File: src/hdl/sdss_pkg.sv
// Shared types, constants and segment encoding for the signed decimal display encoder.
`default_nettype none
package sdss_pkg;

  localparam int SDSS_DIGIT_COUNT = 8;
  localparam int SDSS_MAG_W       = 32;
  localparam int SDSS_BCD_DIGITS  = 10;
  localparam int SDSS_BCD_W       = 4 * SDSS_BCD_DIGITS;
  localparam int SDSS_OUT_POS     = 8;
  localparam int SDSS_STEP_W      = $clog2(SDSS_MAG_W);

  localparam logic [7:0] SEG_MINUS = 8'h40;
  localparam logic [7:0] SEG_POINT = 8'h80;

  typedef struct packed {
    logic signed [31:0] value;
    logic signed [3:0]  point_pos;
  } sdss_in_t;

  typedef struct packed {
    logic [7:0] seg_0;
    logic [7:0] seg_1;
    logic [7:0] seg_2;
    logic [7:0] seg_3;
    logic [7:0] seg_4;
    logic [7:0] seg_5;
    logic [7:0] seg_6;
    logic [7:0] seg_7;
    logic       overflow;
  } sdss_out_t;

  function automatic logic [7:0] digit_seg(input logic [3:0] d);
    logic [7:0] s;
    unique case (d)
      4'd0:    s = 8'h3f;
      4'd1:    s = 8'h06;
      4'd2:    s = 8'h5b;
      4'd3:    s = 8'h4f;
      4'd4:    s = 8'h66;
      4'd5:    s = 8'h6d;
      4'd6:    s = 8'h7d;
      4'd7:    s = 8'h07;
      4'd8:    s = 8'h7f;
      4'd9:    s = 8'h6f;
      default: s = 8'h00;
    endcase
    return s;
  endfunction

endpackage
`default_nettype wire

File: src/hdl/sdss_dabble.sv
// Iterative shift-and-add-3 binary to BCD converter, one bit per cycle.
`default_nettype none
module sdss_dabble
  import sdss_pkg::*;
(
  input  wire logic                  clk,
  input  wire logic                  rst_n,
  input  wire logic                  load,
  input  wire logic [SDSS_MAG_W-1:0] mag,
  output logic                       done,
  output logic [SDSS_BCD_W-1:0]      bcd
);

  logic [SDSS_MAG_W-1:0]  bin_r, bin_nxt;
  logic [SDSS_BCD_W-1:0]  bcd_r, bcd_nxt, adj;
  logic [SDSS_STEP_W-1:0] cnt_r, cnt_nxt;
  logic                   run_r, run_nxt;
  logic                   done_r, done_nxt;

  always_comb begin
    for (int d = 0; d < SDSS_BCD_DIGITS; d++) begin
      adj[4*d +: 4] = (bcd_r[4*d +: 4] >= 4'd5) ? bcd_r[4*d +: 4] + 4'd3 : bcd_r[4*d +: 4];
    end
  end

  always_comb begin
    bin_nxt  = bin_r;
    bcd_nxt  = bcd_r;
    cnt_nxt  = cnt_r;
    run_nxt  = run_r;
    done_nxt = 1'b0;
    if (load) begin
      bin_nxt = mag;
      bcd_nxt = '0;
      cnt_nxt = '0;
      run_nxt = 1'b1;
    end else if (run_r) begin
      bcd_nxt = {adj[SDSS_BCD_W-2:0], bin_r[SDSS_MAG_W-1]};
      bin_nxt = {bin_r[SDSS_MAG_W-2:0], 1'b0};
      cnt_nxt = cnt_r + 1'b1;
      if (cnt_r == SDSS_STEP_W'(SDSS_MAG_W - 1)) begin
        run_nxt  = 1'b0;
        done_nxt = 1'b1;
      end
    end
  end

  always_ff @(posedge clk) begin
    if (!rst_n) begin
      cnt_r  <= '0;
      run_r  <= 1'b0;
      done_r <= 1'b0;
    end else begin
      cnt_r  <= cnt_nxt;
      run_r  <= run_nxt;
      done_r <= done_nxt;
    end
    bin_r <= bin_nxt;
    bcd_r <= bcd_nxt;
  end

  assign done = done_r;
  assign bcd  = bcd_r;

endmodule
`default_nettype wire

File: src/hdl/sdss_format.sv
// Places BCD digits, minus sign and decimal point into the display positions.
`default_nettype none
module sdss_format
  import sdss_pkg::*;
#(
  parameter int DIGIT_COUNT = SDSS_DIGIT_COUNT
) (
  input  wire logic [SDSS_BCD_W-1:0] bcd,
  input  wire logic                  negative,
  input  wire logic [3:0]            point_pos,
  output sdss_out_t                  word
);

  localparam logic [4:0] DC = 5'(DIGIT_COUNT);

  logic [3:0] ndig;
  logic [4:0] nchar;
  logic [7:0] pos [SDSS_OUT_POS];
  logic       pnt_on;

  always_comb begin
    ndig = 4'd1;
    for (int i = 1; i < SDSS_BCD_DIGITS; i++) begin
      if (bcd[4*i +: 4] != 4'd0) ndig = 4'(i + 1);
    end
  end

  assign nchar  = {1'b0, ndig} + {4'd0, negative};
  assign pnt_on = !point_pos[3] && ({1'b0, point_pos} < DC);

  always_comb begin
    for (int k = 0; k < SDSS_OUT_POS; k++) begin
      pos[k] = 8'h00;
      if (k < DIGIT_COUNT) begin
        if (4'(k) < ndig) pos[k] = digit_seg(bcd[4*k +: 4]);
        else if (negative && 4'(k) == ndig) pos[k] = SEG_MINUS;
        if (pnt_on && point_pos[2:0] == 3'(k)) pos[k] = pos[k] | SEG_POINT;
      end
    end
  end

  always_comb begin
    word.seg_0    = pos[0];
    word.seg_1    = pos[1];
    word.seg_2    = pos[2];
    word.seg_3    = pos[3];
    word.seg_4    = pos[4];
    word.seg_5    = pos[5];
    word.seg_6    = pos[6];
    word.seg_7    = pos[7];
    word.overflow = nchar > DC;
  end

endmodule
`default_nettype wire

File: src/hdl/signed_decimal_to_seven_segment_unit.sv
// Top level: signed binary to seven-segment display word encoder.
//
// Usage:
//   Drive in_data and raise start; the word is taken at a rising edge where
//   start is high and busy is low. busy then stays high while the value is
//   converted. One result word appears on out_data for exactly one cycle,
//   marked by out_valid; there is no back-pressure, the receiver must take it.
// Conversion:
//   The magnitude goes through a shift-and-add-3 BCD converter one bit per
//   cycle, then a register captures the formatted word as out_valid rises.
//   busy falls in the out_valid cycle, so a new word can be taken then;
//   no new word is taken while the converter loop is still running.
// Reset:
//   rst_n is synchronous, active low; it clears busy and out_valid and
//   abandons any conversion in flight.
`default_nettype none
module signed_decimal_to_seven_segment_unit
  import sdss_pkg::*;
#(
  parameter int DIGIT_COUNT = SDSS_DIGIT_COUNT
) (
  input  wire logic     clk,
  input  wire logic     rst_n,
  input  wire logic     start,
  input  wire sdss_in_t in_data,
  output logic          busy,
  output logic          out_valid,
  output sdss_out_t     out_data
);

  localparam logic ST_IDLE = 1'b0;
  localparam logic ST_CONV = 1'b1;

  logic                  state_r, state_nxt;
  logic                  neg_r;
  logic [3:0]            pnt_r;
  logic                  out_valid_r;
  sdss_out_t             out_data_r;
  logic                  accept;
  logic [SDSS_MAG_W-1:0] mag;
  logic                  conv_done;
  logic [SDSS_BCD_W-1:0] bcd;
  sdss_out_t             fmt_word;

  assign accept = start && (state_r == ST_IDLE);
  assign mag    = in_data.value[31] ? (32'd0 - in_data.value) : in_data.value;

  sdss_dabble u_dabble (
    .clk   (clk),
    .rst_n (rst_n),
    .load  (accept),
    .mag   (mag),
    .done  (conv_done),
    .bcd   (bcd)
  );

  sdss_format #(
    .DIGIT_COUNT (DIGIT_COUNT)
  ) u_format (
    .bcd       (bcd),
    .negative  (neg_r),
    .point_pos (pnt_r),
    .word      (fmt_word)
  );

  always_comb begin
    state_nxt = state_r;
    unique case (state_r)
      ST_IDLE: if (accept) state_nxt = ST_CONV;
      ST_CONV: if (conv_done) state_nxt = ST_IDLE;
      default: state_nxt = ST_IDLE;
    endcase
  end

  always_ff @(posedge clk) begin
    if (!rst_n) begin
      state_r     <= ST_IDLE;
      out_valid_r <= 1'b0;
    end else begin
      state_r     <= state_nxt;
      out_valid_r <= conv_done && (state_r == ST_CONV);
    end
    if (accept) begin
      neg_r <= in_data.value[31];
      pnt_r <= in_data.point_pos;
    end
    if (conv_done) out_data_r <= fmt_word;
  end

  assign busy      = (state_r == ST_CONV);
  assign out_valid = out_valid_r;
  assign out_data  = out_data_r;

endmodule
`default_nettype wire

File: config.mk
export PLATFORM = sky130hd
export DESIGN_NAME = signed_decimal_to_seven_segment_unit
export DESIGN_NICKNAME = d
export VERILOG_FILES = /design/src/hdl/sdss_pkg.sv /design/src/hdl/sdss_dabble.sv /design/src/hdl/sdss_format.sv /design/src/hdl/signed_decimal_to_seven_segment_unit.sv
export SDC_FILE = /design/constraint.sdc
export NUM_CORES = 1
export LEC_CHECK = 0
export BUFFER_PORTS_ARGS = -buffer_cell sky130_fd_sc_hd__buf_2
export CAP_MARGIN = 20
export CORE_MARGIN = 8
export CORE_UTILIZATION = 50
export CTS_CLUSTER_DIAMETER = 50
export DETAILED_ROUTE_END_ITERATION = 16
export MAX_ROUTING_LAYER = met4
export PLACE_DENSITY = 0.79
export SKIP_LAST_GASP = 1
export SLEW_MARGIN = 20
export SYNTH_ARGS = -nofsm -noshare
export SYNTH_HDL_FRONTEND = slang
export SYNTH_SLANG_ARGS = --single-unit
File: constraint.sdc
create_clock -name clk -period 3.6 [get_ports clk]
set_input_delay 0.72 -clock clk [delete_from_list [all_inputs] [get_ports clk]]
set_output_delay 0.72 -clock clk [all_outputs]
set_load 0.005 [all_outputs]
# After elaboration in Yosys (flattened, before gate mapping)
# Memories as Yosys holds them, arrays and structs flattened. A register that Yosys moved wholly into a read port is not among the register bits.
# Index checks and enable logic that the tools add are counted.
# totals
input_bits	39
register_bits	144
wordCells	177
out_inout_bits	67
n_memories	8
rom_bits	896
# op_classes
mux	59
addsub	13
n_lt_le_gt_ge	20
n_reduce_logical	34
bitwise	3
n_eq_ne	15
# memory_table
memory	words	word_bits	rd	rd_clocked_by_memory_dff	wr	line	text
(name not given)	16	7	1	1	0	sdss_pkg.sv:34	unique case (d)
(name not given)	16	7	1	1	0	sdss_pkg.sv:34	
(name not given)	16	7	1	1	0	sdss_pkg.sv:34	
(name not given)	16	7	1	1	0	sdss_pkg.sv:34	
(name not given)	16	7	1	1	0	sdss_pkg.sv:34	
(name not given)	16	7	1	1	0	sdss_pkg.sv:34	
+2 memories	-	-	-	-	-	-	
# ops
op	n
two-way mux 4 bit	31
two-way mux 32 bit	3
two-way mux 8 bit	8
two-way mux 7 bit	8
>= comparator 4 x 3 -> 1 bit, second input constant	10
adder 4 x 2 -> 4 bit, second input constant	9
nonzero test 4 bit	9
subtractor 1 x 32 -> 32 bit, first input constant	1
logical AND 1 bit	19
equality test 3 x 4 -> 1 bit, first input constant	4
< comparator 3 x 4 -> 1 bit, first input constant	4
equality test 3 bit, second input constant	4
equality test 2 x 4 -> 1 bit, first input constant	2
< comparator 1 x 4 -> 1 bit, first input constant	2
< comparator 2 x 4 -> 1 bit, first input constant	2
equality test 3 x 2 -> 1 bit, second input constant	2
two-way mux 1 bit	6
adder 4 x 1 -> 5 bit	1
adder 5 x 1 -> 5 bit, second input constant	1
equality test 5 bit, second input constant	1
greater-than comparator 5 x 4 -> 1 bit, second input constant	1
equality test 1 x 4 -> 1 bit, first input constant	1
zero test 4 bit	1
< comparator 4 bit, second input constant	1
other kinds (11)	13

# Logic depth before layout (Yosys ltp)
# depth
depth_word	14
mapped_depth	11
depth_no_buf	11

# Modules after synthesis
# A second synthesis with hierarchy kept.
# hier_totals
cells_unflattened	917
area_unflattened_um2	9142.5
# modules_own_cells
module	cells_per_inst	seq_area_each_um2	instances	area_each_um2
sdss_dabble	403	1901.8	1	4075.2
signed_decimal_to_seven_segment_unit	176	2142.1	1	2952.8
sdss_format	338	0.0	1	2114.5

# Worst setup path after synthesis
# No wires, ideal clock.
# synth_path
path_type	input to register
startpoint	input port start
endpoint	register u_dabble.bin_r[0], enable pin
cell_stages	5
path_slack_ns	0.867
path_buffers	3
arrival_time_ns	2.256
setup_time_ns	0.478
path_cell_list	nand2b_1 > clkbuf_1 > clkbuf_1 > buf_1 > nand2_1
# synth_between
elab_chain_len	2
# synth_lines
element	line	text
from (decl)	signed_decimal_to_seven_segment_unit.sv:24	input wire logic start,
logical AND 1 bit	signed_decimal_to_seven_segment_unit.sv:45	assign accept = start && (state_r == ST_IDLE);
nonzero test 2 bit (no source line)	-	
to (signal assigned)	sdss_dabble.sv:58	bin_r <= bin_nxt;
to (decl)	sdss_dabble.sv:14	logic [SDSS_MAG_W-1:0] bin_r, bin_nxt;
# Every way passes these cells.
# A chain may end at the register's enable or synchronous reset.

==> impl_metrics.env <==
export IMPL_ys_types=58
export IMPL_cts_clk_slew_worst_paths_ns=0.07
export IMPL_netlist_instances=987
export IMPL_insertedDiodeCount=0
export IMPL_endpoint_kind="flop"
export IMPL_drive_gt1_frac=0.177
export IMPL_finalSetupViolations=0
export IMPL_p_per_area_nw_per_um2=485
export IMPL_synth_top_cell_by_area="edfxtp_1"
export IMPL_cp_max_fo=5
export IMPL_ctsResizeCount=0
export IMPL_finClkSkew_ns=0.00822
export IMPL_cts_root_buf="clkbuf_16"
export IMPL_synth_seq_area_share=0.491
export IMPL_fin_area_um2=11600
export IMPL_syn2layout_area_growth_pct=13.6
export IMPL_irDropWorstVdd_mv=0.398
export IMPL_dpl_cell_area_um2=11100
export IMPL_drc=0
export IMPL_insertion_delay_ns=0.43
export IMPL_fin_crit_ns=2.85
export IMPL_place_congestion=0.815
export IMPL_placed_cells=1338
export IMPL_synth_area_top_cells="edfxtp_1, dfxtp_1, ha_1"
export IMPL_overflow=0
export IMPL_netlist_area_um2=10200
export IMPL_ctsHoldBuffers=0
export IMPL_drtIter0Drc=427
export IMPL_grt_pass1_wl_um=33700
export IMPL_synth_seq_cells=200
export IMPL_grt_met2_usage=0.260
export IMPL_avgRoutedWirePerCell_um=14.4
export IMPL_vias=7368
export IMPL_hold_class="input port to flop"
export IMPL_stdcell_count=1370
export IMPL_slew_headroom=0.494
export IMPL_numCtsBuffers=17
export IMPL_busiest_layer="met2"
export IMPL_rsz0062_at_grt="false"
export IMPL_io_buffer_count=105
export IMPL_tritoncts="built"
export IMPL_cts_sinks=200
export IMPL_syn_nets=1099
export IMPL_synth_top_area_frac=0.299
export IMPL_status="finished, final reports clean"
export IMPL_post_route_period_util=0.793
export IMPL_num_rows=52
export IMPL_synth_edf_count=102
export IMPL_reg2reg_depth=10
export IMPL_worst_pin_slew_ns=0.750
export IMPL_dp_hpwl_um=14100
export IMPL_dieArea_um2=25300
export IMPL_required_ns=3.77
export IMPL_pin_count=106
export IMPL_fp_dieW_um=159
export IMPL_crit_arrival_ns=3.03
export IMPL_fin_setup_tns_ns=0
export IMPL_whs_path_depth=1
export IMPL_num_nets_final=1199
export IMPL_dr_pass1_iters=4
export IMPL_drv_slew=0
export IMPL_ys_async_sr_fraction=0
export IMPL_max_freq_mhz=350
export IMPL_met1_usage=0.203
export IMPL_critical_path_class="flop to flop"
export IMPL_cts_max_level=4
export IMPL_yosysMostFrequentCell="edfxtp_1"
export IMPL_cts_setup_buffers=0
export IMPL_grtUsageTotal=0.162
export IMPL_maxCapViolations=0
export IMPL_viasPerCell=5.38
export IMPL_start_util=0.507
export IMPL_ys_warn_count=0
export IMPL_antenna_found_initial=0
export IMPL_postRouteAntennaNets=0
export IMPL_yosys_top_cells_count="edfxtp_1, dfxtp_1, o21ai_0"
export IMPL_grt_max_degree=66
export IMPL_grtUsageMet3=0.0377
export IMPL_start_kind="flop"
export IMPL_dieHeight_um=159
export IMPL_finalHoldViolations=0
export IMPL_grt_pass1_vias=7177
export IMPL_drt_wl_total_um=19700
export IMPL_cts_path_max_buffers=2
export IMPL_coreArea_um2=20200
export IMPL_p_leak_nw=4.63
export IMPL_avgSynthCellArea_um2=10.4
export IMPL_synth_flop_cell="edfxtp_1"
export IMPL_fin_hold_ws_ns=0.477
==> worst max-delay path, cell delays in order (launching register included) <==
cell and delay [ns]:
dfxtp_1 0.33, inv_1 0.10, ha_1 0.23, or3b_2 0.54
a211oi_1 0.22, o21ai_0 0.13, a21oi_1 0.28, ha_1 0.24
ha_1 0.24, nor3_1 0.20, nor2_1 0.09
==> routing by layer <==
metal,up-vias,routed length [um]
met4,0,223
met5,-,0
met1,3457,9450
met2,157,9250
met3,15,821
li1,3739,-
==> through the flow <==
stage | setup slack [ns] | power, mW | util
after floorplan | 0.867 | 3.56 | -
after global placement | 0.785 | 3.82 | 0.548
after detailed placement | 0.685 | 3.86 | 0.548
after CTS | 0.767 | 5.67 | 0.576
after global routing | 0.584 | 5.92 | 0.576
final | 0.746 | 5.63 | 0.576
==> where the power goes <==
group	switching (mW)	internal [mW]
registers	0.0840	2.66
clock network	0.839	0.976
logic	0.631	0.447
==> cells in the final DEF, fill, tap and decap left out, types with 9 or more instances in the layout <==
cell,instances
mux2i_1,29
xor2_1,30
o21ai_0,97
nand2_1,83
nand2b_1,26
buf_4,16
mux2_2,11
dfxtp_1,96
a21oi_1,25
and2_1,32
nor2b_1,25
clkbuf_16,17
or3b_2,9
ha_1,73
nor3b_1,11
or3_1,14
nand3_1,25
nor2_1,32
o31ai_1,12
inv_1,61
o22ai_1,20
buf_2,105
nor3_1,11
edfxtp_1,102
==> worst paths after layout <==
| path | start | to | slack, ns |
|---|---|---|---|
| min | in_data[0] | pnt_r[0] | 0.48 |
| min reg2reg | u_dabble.bcd[39] | u_dabble.bcd[39] | 0.50 |
| max reg2reg | u_dabble.bcd[20] | out_data[0] | 0.75 |
| max | u_dabble.bcd[20] | out_data[0] | 0.75 |
==> layout make-up <==
| type | instances | area (um^2) |
|---|---|---|
| inverters | 61 | 229 |
| flip-flops and latches | 200 | 5030 |
| well taps | 270 | 338 |
| fillers | 1749 | 8550 |
| clock buffers | 18 | 439 |
| multi-input cells | 686 | 4820 |
| clock inverters | 14 | 121 |
| repair buffers | 121 | 646 |
==> logic make-up after synthesis <==
kind of cell	Yosys count	synth area share
XOR/XNOR	38	0.0325
adder cells (fa/ha/maj)	73	0.0893
AND/OR/NAND/NOR	307	0.163
multiplexers	41	0.0416
flip-flops	200	0.491
AO/OA/AOI/OAI	227	0.144
buffers and inverters	101	0.0380
Note: power is estimated with default switching activity, not from simulation.
